[src/design/ogg_first_page_codec_sniffer_top_assert.svh]
// assertion macros for the ogg first page codec sniffer
// included by the top level, no other dependencies
`ifndef OGG_FIRST_PAGE_CODEC_SNIFFER_TOP_ASSERT_SVH
`define OGG_FIRST_PAGE_CODEC_SNIFFER_TOP_ASSERT_SVH

// condition holds in the same cycle
`define OGG_ASSERT_IMPLY(lbl, clk, rst_n, ante, cons) \
    lbl: assert property (@(posedge clk) disable iff (!(rst_n)) (ante) |-> (cons)) \
        else $error("ogg sniffer assertion failed");

// condition holds in the following cycle
`define OGG_ASSERT_NEXT(lbl, clk, rst_n, ante, cons) \
    lbl: assert property (@(posedge clk) disable iff (!(rst_n)) (ante) |=> (cons)) \
        else $error("ogg sniffer assertion failed");

`endif

[src/design/ogg_fpcs_pkg.sv]
// shared types, codes and signature tables for the ogg first page codec sniffer
// no dependencies
package ogg_fpcs_pkg;

    localparam logic [1:0] KIND_DATA    = 2'd0;
    localparam logic [1:0] KIND_END     = 2'd1;
    localparam logic [1:0] KIND_RESTART = 2'd2;

    localparam logic [1:0] VERDICT_VORBIS  = 2'd0;
    localparam logic [1:0] VERDICT_OPUS    = 2'd1;
    localparam logic [1:0] VERDICT_UNKNOWN = 2'd2;
    localparam logic [1:0] VERDICT_ERROR   = 2'd3;

    localparam logic [1:0] PH_HEADER  = 2'd0;
    localparam logic [1:0] PH_SEGTAB  = 2'd1;
    localparam logic [1:0] PH_PAYLOAD = 2'd2;
    localparam logic [1:0] PH_DONE    = 2'd3;

    localparam logic [4:0] HDR_VERSION_POS = 5'd4;
    localparam logic [4:0] HDR_TYPE_POS    = 5'd5;
    localparam logic [4:0] HDR_SEGCNT_POS  = 5'd26;
    localparam logic [7:0] HDR_VERSION     = 8'h00;
    localparam logic [7:0] HDR_TYPE_BOS    = 8'h02;

    localparam logic [15:0] MIN_LEN_OPUS   = 16'd8;
    localparam logic [15:0] MIN_LEN_VORBIS = 16'd7;
    localparam logic [15:0] VORBIS_SIG_LEN = 16'd7;
    localparam logic [15:0] OPUS_SIG_LEN   = 16'd8;

    typedef struct packed {
        logic       valid;
        logic [1:0] verdict;
    } t_result;

    function automatic logic [7:0] magic_byte(input logic [1:0] idx);
        logic [7:0] b;
        case (idx)
            2'd0:    b = 8'h4F;
            2'd1:    b = 8'h67;
            2'd2:    b = 8'h67;
            default: b = 8'h53;
        endcase
        return b;
    endfunction

    function automatic logic [7:0] vorbis_byte(input logic [2:0] idx);
        logic [7:0] b;
        case (idx)
            3'd0:    b = 8'h01;
            3'd1:    b = 8'h76;
            3'd2:    b = 8'h6f;
            3'd3:    b = 8'h72;
            3'd4:    b = 8'h62;
            3'd5:    b = 8'h69;
            3'd6:    b = 8'h73;
            default: b = 8'h00;
        endcase
        return b;
    endfunction

    function automatic logic [7:0] opus_byte(input logic [2:0] idx);
        logic [7:0] b;
        case (idx)
            3'd0:    b = 8'h4f;
            3'd1:    b = 8'h70;
            3'd2:    b = 8'h75;
            3'd3:    b = 8'h73;
            3'd4:    b = 8'h48;
            3'd5:    b = 8'h65;
            3'd6:    b = 8'h61;
            default: b = 8'h64;
        endcase
        return b;
    endfunction

endpackage

[src/design/ogg_fpcs_parse.sv]
// page header, segment table and signature tracking for the sniffer
// depends on ogg_fpcs_pkg
module ogg_fpcs_parse (
    input  logic                  i_clk,
    input  logic                  i_rst_n,
    input  logic                  i_accept,
    input  logic [1:0]            i_kind,
    input  logic [7:0]            i_byte_value,
    input  logic                  i_opus_enable,
    output ogg_fpcs_pkg::t_result o_result
);

    logic [4:0]  r_hdr_pos, n_hdr_pos;
    logic [7:0]  r_segs_left, n_segs_left;
    logic [15:0] r_pay_len, n_pay_len;
    logic [15:0] r_pay_pos, n_pay_pos;
    logic [1:0]  r_phase, n_phase;
    logic        r_vorbis_ok, n_vorbis_ok;
    logic        r_opus_ok, n_opus_ok;

    always_comb begin
        logic [15:0] need;
        need = i_opus_enable ? ogg_fpcs_pkg::MIN_LEN_OPUS : ogg_fpcs_pkg::MIN_LEN_VORBIS;
        n_hdr_pos        = r_hdr_pos;
        n_segs_left      = r_segs_left;
        n_pay_len        = r_pay_len;
        n_pay_pos        = r_pay_pos;
        n_phase          = r_phase;
        n_vorbis_ok      = r_vorbis_ok;
        n_opus_ok        = r_opus_ok;
        o_result.valid   = 1'b0;
        o_result.verdict = ogg_fpcs_pkg::VERDICT_ERROR;
        if (i_accept) begin
            case (i_kind)
                ogg_fpcs_pkg::KIND_RESTART: begin
                    n_hdr_pos   = '0;
                    n_segs_left = '0;
                    n_pay_len   = '0;
                    n_pay_pos   = '0;
                    n_phase     = ogg_fpcs_pkg::PH_HEADER;
                    n_vorbis_ok = 1'b1;
                    n_opus_ok   = 1'b1;
                end
                ogg_fpcs_pkg::KIND_END: begin
                    if (r_phase != ogg_fpcs_pkg::PH_DONE) begin
                        o_result.valid = 1'b1;
                        n_phase        = ogg_fpcs_pkg::PH_DONE;
                    end
                end
                ogg_fpcs_pkg::KIND_DATA: begin
                    case (r_phase)
                        ogg_fpcs_pkg::PH_HEADER: begin
                            n_hdr_pos = r_hdr_pos + 5'd1;
                            if (r_hdr_pos < 5'd4 &&
                                i_byte_value != ogg_fpcs_pkg::magic_byte(r_hdr_pos[1:0])) begin
                                o_result.valid = 1'b1;
                            end
                            if (r_hdr_pos == ogg_fpcs_pkg::HDR_VERSION_POS &&
                                i_byte_value != ogg_fpcs_pkg::HDR_VERSION) begin
                                o_result.valid = 1'b1;
                            end
                            if (r_hdr_pos == ogg_fpcs_pkg::HDR_TYPE_POS &&
                                i_byte_value != ogg_fpcs_pkg::HDR_TYPE_BOS) begin
                                o_result.valid = 1'b1;
                            end
                            if (r_hdr_pos == ogg_fpcs_pkg::HDR_SEGCNT_POS) begin
                                if (i_byte_value == 8'd0) begin
                                    o_result.valid = 1'b1;
                                end else begin
                                    n_segs_left = i_byte_value;
                                    n_pay_len   = '0;
                                    n_phase     = ogg_fpcs_pkg::PH_SEGTAB;
                                end
                            end
                            if (o_result.valid) begin
                                n_hdr_pos = r_hdr_pos;
                                n_phase   = ogg_fpcs_pkg::PH_DONE;
                            end
                        end
                        ogg_fpcs_pkg::PH_SEGTAB: begin
                            n_pay_len   = r_pay_len + {8'd0, i_byte_value};
                            n_segs_left = r_segs_left - 8'd1;
                            if (n_segs_left == 8'd0) begin
                                if (n_pay_len < need) begin
                                    o_result.valid = 1'b1;
                                    n_phase        = ogg_fpcs_pkg::PH_DONE;
                                end else begin
                                    n_pay_pos = '0;
                                    n_phase   = ogg_fpcs_pkg::PH_PAYLOAD;
                                end
                            end
                        end
                        ogg_fpcs_pkg::PH_PAYLOAD: begin
                            if (r_pay_pos < ogg_fpcs_pkg::VORBIS_SIG_LEN &&
                                i_byte_value != ogg_fpcs_pkg::vorbis_byte(r_pay_pos[2:0])) begin
                                n_vorbis_ok = 1'b0;
                            end
                            if (r_pay_pos < ogg_fpcs_pkg::OPUS_SIG_LEN &&
                                i_byte_value != ogg_fpcs_pkg::opus_byte(r_pay_pos[2:0])) begin
                                n_opus_ok = 1'b0;
                            end
                            n_pay_pos = r_pay_pos + 16'd1;
                            if (n_pay_pos >= r_pay_len) begin
                                o_result.valid = 1'b1;
                                n_phase        = ogg_fpcs_pkg::PH_DONE;
                                if (n_vorbis_ok) begin
                                    o_result.verdict = ogg_fpcs_pkg::VERDICT_VORBIS;
                                end else if (i_opus_enable && n_opus_ok) begin
                                    o_result.verdict = ogg_fpcs_pkg::VERDICT_OPUS;
                                end else begin
                                    o_result.verdict = ogg_fpcs_pkg::VERDICT_UNKNOWN;
                                end
                            end
                        end
                        default: begin
                        end
                    endcase
                end
                default: begin
                end
            endcase
        end
    end

    always_ff @(posedge i_clk) begin
        if (!i_rst_n) begin
            r_hdr_pos   <= '0;
            r_segs_left <= '0;
            r_pay_len   <= '0;
            r_pay_pos   <= '0;
            r_phase     <= ogg_fpcs_pkg::PH_HEADER;
            r_vorbis_ok <= 1'b1;
            r_opus_ok   <= 1'b1;
        end else begin
            r_hdr_pos   <= n_hdr_pos;
            r_segs_left <= n_segs_left;
            r_pay_len   <= n_pay_len;
            r_pay_pos   <= n_pay_pos;
            r_phase     <= n_phase;
            r_vorbis_ok <= n_vorbis_ok;
            r_opus_ok   <= n_opus_ok;
        end
    end

endmodule

[src/design/ogg_first_page_codec_sniffer_top.sv]
// ogg first page codec sniffer: one request per cycle, no request stalls on parsing
// a verdict is registered in the output slot, or in the skid slot while the output slot waits
// a two-deep verdict buffer parts the sides; input stalls only while both slots wait
// synchronous active-low reset: header phase, opus detection enabled, buffer empty
// depends on ogg_fpcs_pkg, ogg_fpcs_parse and the assertion macro header
module ogg_first_page_codec_sniffer_top (
    input  logic       i_clk,
    input  logic       i_rst_n,
    input  logic       i_in_valid,
    output logic       o_in_stall,
    input  logic [1:0] i_kind,
    input  logic [7:0] i_byte_value,
    output logic       o_out_valid,
    input  logic       i_out_stall,
    output logic [1:0] o_codec_verdict,
    input  logic       i_cfg_we,
    input  logic       i_cfg_data
);

    `include "ogg_first_page_codec_sniffer_top_assert.svh"

    logic                 r_opus_enable;
    logic                 r_out_valid;
    logic [1:0]           r_out_verdict;
    logic                 r_skid_valid;
    logic [1:0]           r_skid_verdict;
    logic                 w_accept;
    logic                 w_out_take;
    ogg_fpcs_pkg::t_result w_res;

    assign o_in_stall      = r_skid_valid;
    assign w_accept        = i_in_valid && !r_skid_valid;
    assign w_out_take      = r_out_valid && !i_out_stall;
    assign o_out_valid     = r_out_valid;
    assign o_codec_verdict = r_out_verdict;

    ogg_fpcs_parse u_parse (
        .i_clk        (i_clk),
        .i_rst_n      (i_rst_n),
        .i_accept     (w_accept),
        .i_kind       (i_kind),
        .i_byte_value (i_byte_value),
        .i_opus_enable(r_opus_enable),
        .o_result     (w_res)
    );

    always_ff @(posedge i_clk) begin
        if (!i_rst_n) begin
            r_opus_enable <= 1'b1;
        end else if (i_cfg_we) begin
            r_opus_enable <= i_cfg_data;
        end
    end

    always_ff @(posedge i_clk) begin
        if (!i_rst_n) begin
            r_out_valid  <= 1'b0;
            r_skid_valid <= 1'b0;
        end else if (r_skid_valid) begin
            if (w_out_take) begin
                r_out_valid  <= 1'b1;
                r_skid_valid <= 1'b0;
            end
        end else if (!r_out_valid || w_out_take) begin
            r_out_valid <= w_res.valid;
        end else if (w_res.valid) begin
            r_skid_valid <= 1'b1;
        end
    end

    always_ff @(posedge i_clk) begin
        if (r_skid_valid) begin
            if (w_out_take) begin
                r_out_verdict <= r_skid_verdict;
            end
        end else if (!r_out_valid || w_out_take) begin
            r_out_verdict <= w_res.verdict;
        end else if (w_res.valid) begin
            r_skid_verdict <= w_res.verdict;
        end
    end

    // skid slot only fills behind a waiting verdict
    `OGG_ASSERT_IMPLY(a_skid_behind_out, i_clk, i_rst_n, r_skid_valid, r_out_valid)
    // no new verdict while both slots are occupied
    `OGG_ASSERT_IMPLY(a_no_res_when_full, i_clk, i_rst_n, w_res.valid, !r_skid_valid)
    // a taken verdict frees the skid slot
    `OGG_ASSERT_NEXT(a_skid_drains, i_clk, i_rst_n, r_skid_valid && !i_out_stall,
        !r_skid_valid && r_out_valid)

endmodule

[config.mk]
export PLATFORM = sky130hd
export DESIGN_NAME = ogg_first_page_codec_sniffer_top
export DESIGN_NICKNAME = d
export VERILOG_FILES = /design/src/design/ogg_fpcs_pkg.sv /design/src/design/ogg_fpcs_parse.sv /design/src/design/ogg_first_page_codec_sniffer_top.sv
export VERILOG_INCLUDE_DIRS = /design/src /design/src/design
export SDC_FILE = /design/constraint.sdc
export NUM_CORES = 1
export LEC_CHECK = 0
export ABC_AREA = 1
export BUFFER_PORTS_ARGS = -buffer_cell sky130_fd_sc_hd__buf_2
export CORE_UTILIZATION = 40
export DETAILED_ROUTE_END_ITERATION = 6
export PLACE_DENSITY = 0.52
export SETUP_SLACK_MARGIN = 0.3
export SYNTH_ARGS = -nofsm -noshare
export SYNTH_HDL_FRONTEND = slang
export SYNTH_SLANG_ARGS = --single-unit
export TNS_END_PERCENT = 50
[constraint.sdc]
create_clock -name i_clk -period 4.4 [get_ports i_clk]
set_clock_uncertainty 0.15 [all_clocks]
set_input_delay 1.32 -clock i_clk [delete_from_list [all_inputs] [get_ports i_clk]]
set_output_delay 1.32 -clock i_clk [all_outputs]
set_load 0.005 [all_outputs]
# --- After elaboration in Yosys (flattened, before gate mapping) ---
# Cells that the tools add are included.
totals:
  ff_bits: 56
  out_inout_bits: 4
  word_cells: 166
classes:
  n_addsub: 4
  order_cmp: 5
  eq_ne: 35
  n_mux: 78
  n_bitwise: 2
  n_reduce_logical: 30
op_table:
  columns: ["op", "n"]
  rows:
  - ["$pmux W16 S2", 4]
  - ["$mux W8", 11]
  - ["$mux W16", 4]
  - ["$pmux W7 S7", 1]
  - ["$pmux W6 S7", 1]
  - ["$pmux W8 S2", 2]
  - ["$mux W1", 29]
  - ["$mux W2", 13]
  - ["$ne A8 B8 Y1", 3]
  - ["$add A16 B1 Y16 const B", 1]
  - ["$add A16 B8 Y16", 1]
  - ["$ge A16 B16 Y1", 1]
  - ["$logic_not A8 Y1", 2]
  - ["$lt A16 B16 Y1", 1]
  - ["$lt A16 B3 Y1 const B", 1]
  - ["$lt A16 B4 Y1 const B", 1]
  - ["$ne A3 B3 Y1 const B", 4]
  - ["$pmux W2 S3", 2]
  - ["$pmux W6 S2", 1]
  - ["$eq A5 B3 Y1 const B", 2]
  - ["$mux W5", 2]
  - ["$pmux W5 S2", 1]
  - ["$reduce_and A5 Y1", 2]
  - ["$eq A3 B3 Y1 const B", 3]
  - ["other kinds (32)", 61]

# --- Logic depth before layout (Yosys ltp) ---
# Gate-level depths: netlist (run 1).
depth:
  ltp_word: 22
  depth_mapped: 25

# --- Modules after synthesis ---
# A second synthesis (run 1) with hierarchy kept.
hier_totals:
  cells_unflattened: 792
  hier_area_um2: 5152.4
modules_own_cells:
  columns: ["mod", "n_inst", "cells_per_inst", "area_per_inst_um2", "seq_area_each_um2"]
  rows:
  - ["ogg_fpcs_parse", 1, 756, 4855.9, 980.9]
  - ["ogg_first_page_codec_sniffer_top", 1, 36, 296.5, 180.2]

# --- Worst setup path before layout (run 1) ---
# No wires, ideal clock.
synth_timing:
  kind: "in2reg"
  start: "input port i_byte_value[1]"
  end: "register r_skid_verdict[0] (enable)"
  arrival_time_ns: 3.351
  required_ns: 3.941
  slack_ns: 0.590
  path_stages: 18
  path_cell_list: "clkbuf_1 inv_1 fa_1 inv_1 ha_1 o21ai_0 nand2_1 nand2_1 nand2_1 nand2_1 nand2_1 nor2_1 nand4_1 nor2_1 nand4_1 nand2_1 nand2_1 nor2_1"
synth_between:
  elab_chain_cells: 14
  word_cells_on_any_way: 23
synth_lines:
  columns: ["item", "line_no", "text"]
  rows:
  - ["start, declared", "ogg_first_page_codec_sniffer_top.sv:12", "input logic [7:0] i_byte_value,"]
  - ["branches (longest 10 deep; another with $add A16 B8 Y16)", null, null]
  - ["$pmux W1 S3 (*)", "ogg_fpcs_parse.sv:51", "case (r_phase)"]
  - ["$pmux W1 S2 (*)", "ogg_fpcs_parse.sv:34", "case (i_kind)"]
  - ["$mux W3 (*)", "ogg_fpcs_parse.sv:33", "if (i_accept) begin"]
  - ["$reduce_and A3 Y1 (no line) (*)", null, null]
  - ["end signal, assigned", "ogg_first_page_codec_sniffer_top.sv:79", "r_skid_verdict <= w_res.verdict;"]
  - ["end, declared", "ogg_first_page_codec_sniffer_top.sv:26", "logic [1:0] r_skid_verdict;"]
# Mark *: on every way between the ends. The select of a mux whose other input is x is not followed.
# A chain may end at the register's enable or synchronous reset.

# --- Final worst setup path (run 1) ---
layout_timing:
  start: "input port i_byte_value[0]"
  end: "register r_skid_verdict[0] (enable)"
# Same word-level chain as after synthesis.

==> insert_results.sql, run 1 <==
INSERT INTO impl_metrics (metric_group, metric, value, unit) VALUES
('run_status', 'outcome', 'finished clean', ''),
('routing', 'routed_wl', '13.2', 'mm'),
('final_layout', 'layout-drive-gt1-share', '8.50', '%'),
('final_layout', 'finish.net_count', '824', ''),
('hold_path', 'whs_endpoint', 'u_parse.r_pay_len[15]$_SDFFE_PN0P_', ''),
('routing', 'route.antenna.remaining_nets', '0', ''),
('routing', 'route.detailed.drc', '0', ''),
('cts', 'clk_transition_reported_paths', '0.07', 'ns'),
('pwr', 'power.share.combinational', '24.0', '%'),
('sta', 'fin_setup_tns', '0', 'ns'),
('sta', 'fmax', '264', 'MHz'),
('routing', 'first_iter_violations', '251', ''),
('synth', 'postSynthCellCount', '743', ''),
('sta', 'relSlewSlack', '59.1', '%'),
('pwr', 'vdd.ir_drop.worst', '0.203', 'mV'),
('hold_path', 'hold_path.class', 'reg2reg', ''),
('cts', 'clock_sink_count', '56', ''),
('routing', 'drt-wirelength-per-cell', '14.5', 'um'),
('pwr', 'p_leak', '2.35', 'nW'),
('die', 'floorplan.die.width', '111', 'um'),
('synth', 'post_synth.cell_area_avg', '6.38', 'um^2'),
('grt', 'via_count_of_the_first_global_routing_pass', '4615', ''),
('synth', 'post_synth_most_frequent_cells', 'sky130_fd_sc_hd__nand2_1 (176), sky130_fd_sc_hd__inv_1 (107), sky130_fd_sc_hd__nor2_1 (85)', ''),
('final_layout', 'insertedDiodeCount', '0', ''),
('grt', 'gr-usage-all-layers', '22.2', '%'),
('final_layout', 'final_core_utilization', '45.2', '%'),
('worst_setup_path', 'regToRegSetupSlack', '0.71', 'ns'),
('die', 'core_region', '11500', 'um^2'),
('pwr', 'power_switching', '0.422', 'mW'),
('pwr', 'swShare', '33.2', '%'),
('final_layout', 'final_instance_count_excl_fillers', '908', ''),
('routing', 'vias', '4695', ''),
('cts', 'clock_insertion_delay_at_the_later_pin_of_the_skew_report', '0.31', 'ns'),
('synth', 'synth.lib_cells_used.distinct', '41', ''),
('cts', 'cts-root-to-sink-buffers', '2', ''),
('sta', 'timing_hold_violations_final', '0', ''),
('placed_design', 'buffer_ports.inserted', '19', ''),
('pwr', 'internal-power', '0.849', 'mW'),
('sta', 'rsz0062_at_grt', 'no', ''),
('worst_setup_path', 'cp.arrival', '3.66', 'ns'),
('sta', 'final.period_utilization', '86.2', '%'),
('synth', 'synth_most_common_cell', 'sky130_fd_sc_hd__nand2_1', ''),
('hold_path', 'timing.hold.worst_path_depth', '2', ''),
('grt', 'grt_antenna_before_repair', '0', ''),
('synth', 'edff_count_synth', '4', ''),
('sta', 'max_slew.worst_pin.slew', '0.608', 'ns'),
('die', 'fp.dieH', '111', 'um'),
('worst_setup_path', 'critical_path_peak_fanout', '5', ''),
('grt', 'grt_pass1_wl', '21.9', 'mm'),
('cts', 'cts_buffers', '5', ''),
('synth', 'synth_area_leaders', 'sky130_fd_sc_hd__dfxtp_1 (22%), sky130_fd_sc_hd__nand2_1 (14%), sky130_fd_sc_hd__ha_1 (11%)', ''),
('final_layout', 'area_growth_syn_to_layout', '9.26', '%'),
('grt', 'grt.overflow.total', '0', ''),
('synth', 'postSynthNetCount', '803', ''),
('placed_design', 'place_congestion', '0.896', ''),
('synth', 'post-synth-top-area-fraction', '22.0', '%'),
('placed_design', 'place.detailed.instances', '900', ''),
('cts', 'root_buffer', 'sky130_fd_sc_hd__clkbuf_16', ''),
('synth', 'yosys.area.top_type', 'sky130_fd_sc_hd__dfxtp_1', ''),
('worst_setup_path', 'setup.worst_path.class', 'in2reg', ''),
('synth', 'synth-async-reset-ratio', '0', '%'),
('die', 'num_io_pins', '20', ''),
('worst_setup_path', 'worst_r2r_startpoint', 'u_parse.r_pay_pos[0]$_SDFFE_PN0P_', ''),
('worst_setup_path', 'setup.worst_path.end_class', 'register', ''),
('worst_setup_path', 'crit_required', '4.27', 'ns'),
('die', 'effective_utilization_at_floorplan', '41.3', '%'),
('job', 'cap_violations', '0', ''),
('pwr', 'power.clock.fraction', '32.8', '%'),
('cts', 'cts_setup_buffers', '0', ''),
('synth', 'syn-cell-area', '4740', 'um^2'),
('sta', 'min_period', '3.79', 'ns');
cells in the final DEF (no fill, tap or decap), types with 6 or more instances in the layout:
cell type / Yosys / final
sky130_fd_sc_hd__dfxtp_1: 52 / 52
sky130_fd_sc_hd__xnor2_1: 6 / 6
sky130_fd_sc_hd__nor2_2: 4 / 6
sky130_fd_sc_hd__nand4_1: 17 / 17
sky130_fd_sc_hd__inv_1: 107 / 107
sky130_fd_sc_hd__o211ai_1: 6 / 6
sky130_fd_sc_hd__ha_1: 43 / 42
sky130_fd_sc_hd__xor2_1: 23 / 23
sky130_fd_sc_hd__nand2_1: 176 / 175
sky130_fd_sc_hd__buf_4: 2 / 7
sky130_fd_sc_hd__nor3_1: 16 / 15
sky130_fd_sc_hd__a21oi_1: 55 / 55
sky130_fd_sc_hd__nand3_1: 61 / 61
sky130_fd_sc_hd__buf_2: 1 / 19
sky130_fd_sc_hd__nor2_1: 85 / 83
sky130_fd_sc_hd__o21ai_0: 30 / 30
state kept, by name (all words and copies together), names as in the netlist:
name,cells
u_parse.r_phase,2
r_opus_enable,1
u_parse.r_pay_len,16
r_skid_verdict,2
u_parse.r_pay_pos,16
o_in_stall,1
o_out_valid,1
u_parse.r_segs_left,8
o_codec_verdict,2
u_parse.r_vorbis_ok,1
u_parse.r_opus_ok,1
u_parse.r_hdr_pos,5
critical path, stage by stage:
cell	delay, ns
sky130_fd_sc_hd__buf_2	0.15
sky130_fd_sc_hd__ha_4	0.16
sky130_fd_sc_hd__inv_1	0.05
sky130_fd_sc_hd__fa_1	0.47
sky130_fd_sc_hd__inv_1	0.05
sky130_fd_sc_hd__ha_1	0.26
sky130_fd_sc_hd__o21ai_0	0.07
sky130_fd_sc_hd__nand2_1	0.07
sky130_fd_sc_hd__nand2_1	0.06
sky130_fd_sc_hd__nand2_1	0.05
sky130_fd_sc_hd__nand2_1	0.05
sky130_fd_sc_hd__nand2_1	0.06
sky130_fd_sc_hd__nor2_1	0.09
sky130_fd_sc_hd__nand4_1	0.09
sky130_fd_sc_hd__nor2_2	0.15
sky130_fd_sc_hd__nand4_1	0.14
sky130_fd_sc_hd__nand2_1	0.12
sky130_fd_sc_hd__nand2_2	0.08
sky130_fd_sc_hd__nor2_2	0.16
how the worst max path moves through the flow:
stage / start / end / slack [ns] / depth (start not counted)
2_1_floorplan: i_byte_value[1] / r_skid_verdict[0]$_DFFE_PP_ / 0.59 / 18
3_3_place_gp: i_byte_value[0] / r_skid_verdict[0]$_DFFE_PP_ / 0.26 / 19
3_5_place_dp: i_byte_value[0] / u_parse.r_pay_pos[2]$_SDFFE_PN0P_ / 0.17 / 21
4_1_cts: i_byte_value[0] / u_parse.r_pay_pos[12]$_SDFFE_PN0P_ / 0.49 / 21
5_1_grt: u_parse.r_pay_pos[0]$_SDFFE_PN0P_ / o_codec_verdict[0]$_DFFE_PP_ / 0.31 / 21
6_report: i_byte_value[0] / r_skid_verdict[0]$_DFFE_PP_ / 0.61 / 19
power groups by stage:
stage	Clock, mW	Sequential [mW]	Combinational, mW
6_report	0.417	0.549	0.306
5_1_grt	0.450	0.552	0.347
4_1_cts	0.429	0.549	0.302
3_5_place_dp	0	0.561	0.300
3_3_place_gp	0	0.561	0.297
2_1_floorplan	0	0.557	0.224
kinds of logic (layout without fill, tap and decap cells):
| kind of cell | Yosys count | count (layout) | share of synthesized area (%) |
|---|---|---|---|
| XOR/XNOR | 29 | 29 | 5.36 |
| AO/OA/AOI/OAI | 109 | 109 | 12.9 |
| buffers and inverters | 125 | 147 | 10.3 |
| adder cells (fa/ha/maj) | 44 | 44 | 11.8 |
| AND/OR/NAND/NOR | 380 | 380 | 35.2 |
| flip-flops | 56 | 56 | 24.5 |
timing repair:
action	in CTS	in global routing
gates resized for setup	0	9
setup endpoints to repair	0	16
hold buffers	0	0
routing by layer:
metal,part of all wire [%],vias up,track usage [%]
met2,48,70,38.8
met4,2.5,0,8.98
met3,3.1,20,2.90
li1,-,2450,-
met1,46,2155,27.3
met5,0,-,0
stage by stage:
stage                     hold WS (ns)  area [um^2]  power [mW]  setup slack (ns)
final                            0.336         5180        1.27             0.607
after global routing             0.361         5180        1.35             0.310
after CTS                        0.338         5150        1.28             0.493
after detailed placement         0.317         5000       0.861             0.174
after global placement           0.317         5000       0.858             0.255
after floorplan                  0.290         4740       0.781             0.590
final cells by class:
| type | instances | area (um^2) |
|---|---|---|
| inverters | 113 | 424 |
| fillers | 1209 | 6290 |
| well taps | 143 | 179 |
| clock buffers | 5 | 125 |
| multi-input cells | 562 | 3120 |
| repair buffers | 26 | 148 |
| clock inverters | 3 | 18.8 |
| flip-flops and latches | 56 | 1160 |
Note: power is estimated with default switching activity, not from simulation.
==> run 2: changes to the inputs <==
Settings changed: ABC_AREA 1 to 0, CORE_UTILIZATION 40 to 25, PLACE_DENSITY 0.52 to 0.35.
==> insert_results.sql, run 2 <==
INSERT INTO impl_metrics (metric_group, metric, value, unit) VALUES
('run_status', 'outcome', 'finished clean', ''),
('synth', 'syn-cell-area', '4900', 'um^2'),
('synth', 'edff_count_synth', '4', ''),
('routing', 'routed_wl', '16.8', 'mm'),
('sta', 'fmax', '238', 'MHz'),
('synth', 'synth-async-reset-ratio', '0', '%'),
('synth', 'postSynthCellCount', '639', ''),
('final_layout', 'layout-drive-gt1-share', '23.6', '%'),
('synth', 'post_synth_most_frequent_cells', 'sky130_fd_sc_hd__nand2_1 (64), sky130_fd_sc_hd__nor2_1 (63), sky130_fd_sc_hd__dfxtp_1 (52)', ''),
('cts', 'tritoncts', 'yes', ''),
('grt', 'gr-usage-all-layers', '17.4', '%'),
('die', 'die_area', '20200', 'um^2'),
('sta', 'final-max-slew-violation-count', '0', ''),
('hold_path', 'min-delay-start', 'u_parse.r_opus_ok$_SDFFE_PN1P_', ''),
('worst_setup_path', 'reg2reg_to', 'o_out_valid$_SDFFE_PN0P_', ''),
('pwr', 'power_switching', '0.359', 'mW'),
('cts', 'clock_sink_count', '56', ''),
('pwr', 'p_per_cell_area', '206', 'nW/um^2'),
('worst_setup_path', 'worst_r2r_path_depth', '16', ''),
('synth', 'synth_most_common_cell', 'sky130_fd_sc_hd__nand2_1', ''),
('worst_setup_path', 'critical_path_peak_fanout', '3', ''),
('die', 'effective_utilization_at_floorplan', '25.9', '%'),
('cts', 'cts_buffers', '5', ''),
('final_layout', 'fillerInstances', '1978', ''),
('synth', 'yosys.area.top_type', 'sky130_fd_sc_hd__dfxtp_1', ''),
('placed_design', 'preCtsSetupSlack', '-0.450', 'ns'),
('routing', 'drt-wirelength-per-cell', '17.3', 'um'),
('final_layout', 'most_common_library_cell_in_the_layout_ignoring_fill_and_taps', 'sky130_fd_sc_hd__buf_4', ''),
('sta', 'rsz0062_at_grt', 'yes', ''),
('cts', 'clock_insertion_delay_at_the_later_pin_of_the_skew_report', '0.32', 'ns'),
('job', 'cap_violations', '0', ''),
('routing', 'avgViaCountPerCell', '4.99', ''),
('synth', 'synth-seq-area-share', '23.7', '%'),
('worst_setup_path', 'setup.worst_path.class', 'in2reg', ''),
('final_layout', 'finish.net_count', '772', ''),
('worst_setup_path', 'timing.critical_path.slowest_cell_delay', '0.55', 'ns'),
('sta', 'final.period_utilization', '95.6', '%'),
('grt', 'via_count_of_the_first_global_routing_pass', '4767', ''),
('pwr', 'sequential_power_share', '40.1', '%'),
('grt', 'grt_antenna_before_repair', '0', ''),
('routing', 'route.antenna.remaining_nets', '0', ''),
('worst_setup_path', 'worst-path-buf-inv', '3', ''),
('pwr', 'p_leak', '2.54', 'nW'),
('worst_setup_path', 'regToRegSetupSlack', '0.33', 'ns'),
('synth', 'yosys_register_bits', '56', ''),
('worst_setup_path', 'worst_r2r_startpoint', 'u_parse.r_pay_pos[0]$_SDFFE_PN0P_', ''),
('synth', 'post_synth.cell_area_avg', '7.67', 'um^2'),
('worst_setup_path', 'crit_required', '4.26', 'ns'),
('cts', 'cts_htree_levels', '2', ''),
('final_layout', 'multiInputGateArea', '3700', 'um^2'),
('sta', 'min_period', '4.21', 'ns'),
('grt', 'grt.overflow.total', '0', ''),
('routing', 'firstDrtPassIters', '4', ''),
('worst_setup_path', 'cp.arrival', '4.07', 'ns'),
('worst_setup_path', 'setup.worst_path.end_class', 'register', ''),
('final_layout', 'insertedDiodeCount', '0', ''),
('pwr', 'power.share.combinational', '17.2', '%'),
('final_layout', 'area_growth_syn_to_layout', '28.9', '%'),
('grt', 'grt_pass1_wl', '26.8', 'mm'),
('hold_path', 'whs_endpoint', 'u_parse.r_opus_ok$_SDFFE_PN1P_', ''),
('synth', 'postSynthNetCount', '699', ''),
('die', 'placement_rows', '50', ''),
('pwr', 'swShare', '27.5', '%'),
('placed_design', 'dpl.hpwl', '12.9', 'mm'),
('pwr', 'vdd.ir_drop.worst', '0.150', 'mV'),
('sta', 'finalWorstSetupSlack', '0.193', 'ns'),
('die', 'fp.dieH', '142', 'um'),
('sta', 'relSlewSlack', '52.3', '%'),
('hold_path', 'timing.hold.worst_path_depth', '1', ''),
('hold_path', 'hold_path.class', 'reg2reg', ''),
('placed_design', 'place_congestion', '0.842', ''),
('pwr', 'internal-power', '0.946', 'mW'),
('synth', 'ys_warn_count', '0', ''),
('final_layout', 'regArea', '1160', 'um^2'),
('synth', 'post-synth-top-area-fraction', '21.2', '%'),
('final_layout', 'final_cell_mix', 'sky130_fd_sc_hd__buf_4 (69), sky130_fd_sc_hd__nand2_1 (63), sky130_fd_sc_hd__nor2_1 (63)', ''),
('grt', 'grt_start_max_net_pins', '42', ''),
('routing', 'first_iter_violations', '261', ''),
('die', 'floorplan.die.width', '142', 'um'),
('worst_setup_path', 'critPathTopFamily', 'simple AND/OR/NAND/NOR gates', ''),
('sta', 'timing.hold.ws', '0.321', 'ns'),
('worst_setup_path', 'crit_chain', 'buf_8 -> ha_4 -> inv_2 -> fa_2 -> inv_1 -> ha_1 -> o21ai_2 -> a21oi_2 -> nor4_2 -> nand4_1 -> or4b_4 -> o31a_1 -> nor4_4', ''),
('die', 'core_region', '19000', 'um^2'),
('placed_design', 'buffer_ports.inserted', '19', ''),
('routing', 'route.detailed.drc', '0', ''),
('sta', 'max_slew.worst_pin.slew', '0.714', 'ns'),
('worst_setup_path', 'start_kind', 'input pin', ''),
('pwr', 'power.clock.fraction', '42.7', '%'),
('worst_setup_path', 'cpMaxStageDelayCell', 'sky130_fd_sc_hd__or4b_4', ''),
('die', 'num_io_pins', '20', ''),
('pwr', 'report.power.total', '1.30', 'mW'),
('final_layout', 'top_regs', 'u_parse.r_pay_len (16), u_parse.r_pay_pos (16), u_parse.r_segs_left (8)', ''),
('cts', 'root_buffer', 'sky130_fd_sc_hd__clkbuf_16', ''),
('synth', 'dominantRegCellSynth', 'sky130_fd_sc_hd__dfxtp_1', ''),
('cts', 'clk_transition_reported_paths', '0.09', 'ns'),
('synth', 'synth_area_leaders', 'sky130_fd_sc_hd__dfxtp_1 (21%), sky130_fd_sc_hd__ha_1 (11%), sky130_fd_sc_hd__nand2_1 (4.9%)', ''),
('routing', 'vias', '4860', ''),
('cts', 'cts-root-to-sink-buffers', '2', ''),
('synth', 'synth.lib_cells_used.distinct', '77', ''),
('sta', 'setup_viol', '0', ''),
('sta', 'timing_hold_violations_final', '0', '');
==> run 2: cell count changes in the layout (fill, tap and decap cells not counted), moves of 11 or more <==
cell,delta
sky130_fd_sc_hd__inv_1,-72
sky130_fd_sc_hd__nand2_1,-112
sky130_fd_sc_hd__xnor2_1,+13
sky130_fd_sc_hd__nand3_1,-42
sky130_fd_sc_hd__nor2_1,-20
sky130_fd_sc_hd__a21oi_1,-15
sky130_fd_sc_hd__buf_4,+62
sky130_fd_sc_hd__nand2b_1,+11
==> run 2: layer usage <==
layer,GRT usage [%],up-vias,part of all wire [%]
met5,0,-,0
li1,-,2469,-
met2,29.9,56,48
met4,3.57,0,1.0
met3,2.02,9,2.2
met1,23.3,2326,49
==> run 2: layout make-up <==
type / instances / area share (%)
Timing Repair Buffer: 97 / 12.5
Multi-Input combinational cell: 514 / 58.6
Tap cell: 260 / 5.15
Sequential cell: 56 / 18.4
Clock inverter: 3 / 1.09
Clock buffer: 5 / 1.98
Inverter: 38 / 2.26
==> run 2: worst reg2reg max path, cell delays in order (launching register included) <==
cell and delay (ns):
sky130_fd_sc_hd__dfxtp_2 0.42, sky130_fd_sc_hd__ha_2 0.24, sky130_fd_sc_hd__nand2_1 0.11, sky130_fd_sc_hd__nor2_1 0.19, sky130_fd_sc_hd__and3_1 0.21, sky130_fd_sc_hd__and3_2 0.27
sky130_fd_sc_hd__nand3_1 0.14, sky130_fd_sc_hd__xnor2_2 0.22, sky130_fd_sc_hd__ha_1 0.27, sky130_fd_sc_hd__and4_1 0.22, sky130_fd_sc_hd__a221oi_1 0.35, sky130_fd_sc_hd__o31ai_1 0.13
sky130_fd_sc_hd__buf_4 0.17, sky130_fd_sc_hd__a221oi_1 0.35, sky130_fd_sc_hd__o31a_1 0.27, sky130_fd_sc_hd__buf_4 0.16, sky130_fd_sc_hd__o41ai_2 0.06
==> run 2: cells by family after synthesis <==
group                    after synthesis  share of synthesized area (%)
AND/OR/NAND/NOR                      266                           28.2
AO/OA/AOI/OAI                        158                           22.6
buffers and inverters                 69                           5.51
flip-flops                            56                           23.7
adder cells (fa/ha/maj)               44                           11.4
XOR/XNOR                              34                           6.07
multiplexers                          12                           2.50
==> run 2: per-stage QoR <==
stage | cells | util [%] | area [um^2] | TNS, ns
floorplan | 639 | - | 4960 | -0.0567
global placement | 955 | 30.6 | 5810 | -4.27
detailed placement | 955 | 30.6 | 5810 | -4.78
CTS | 969 | 32.6 | 6180 | 0
global route | 973 | 33.3 | 6320 | 0
finish | 973 | 33.3 | 6320 | 0
==> run 2: worst max-delay path by stage <==
stage                          from                          end  depth (start not counted)
finish              i_byte_value[0]  r_skid_verdict[1]$_DFFE_PP_                         13
global route        i_byte_value[0]  r_skid_verdict[1]$_DFFE_PP_                         13
CTS                 i_byte_value[0]  r_skid_verdict[0]$_DFFE_PP_                         13
detailed placement  i_byte_value[0]  r_skid_verdict[0]$_DFFE_PP_                         13
global placement    i_byte_value[0]  r_skid_verdict[0]$_DFFE_PP_                         13
floorplan           i_byte_value[0]  r_skid_verdict[0]$_DFFE_PP_                         12
==> run 2: repair_timing <==
action,CTS,global route
gates resized for setup,23,20
gates cloned,1,0
hold buffers,0,0
endpoints found under the setup margin,21,22
buffers inserted,5,4
pin swaps,21,15
==> run 2: power by group through the flow <==
stage	combinational, mW	sequential (mW)	clock, mW
finish	0.224	0.524	0.557
global route	0.247	0.525	0.594
CTS	0.219	0.524	0.579
detailed placement	0.198	0.536	0
global placement	0.198	0.536	0
floorplan	0.112	0.534	0
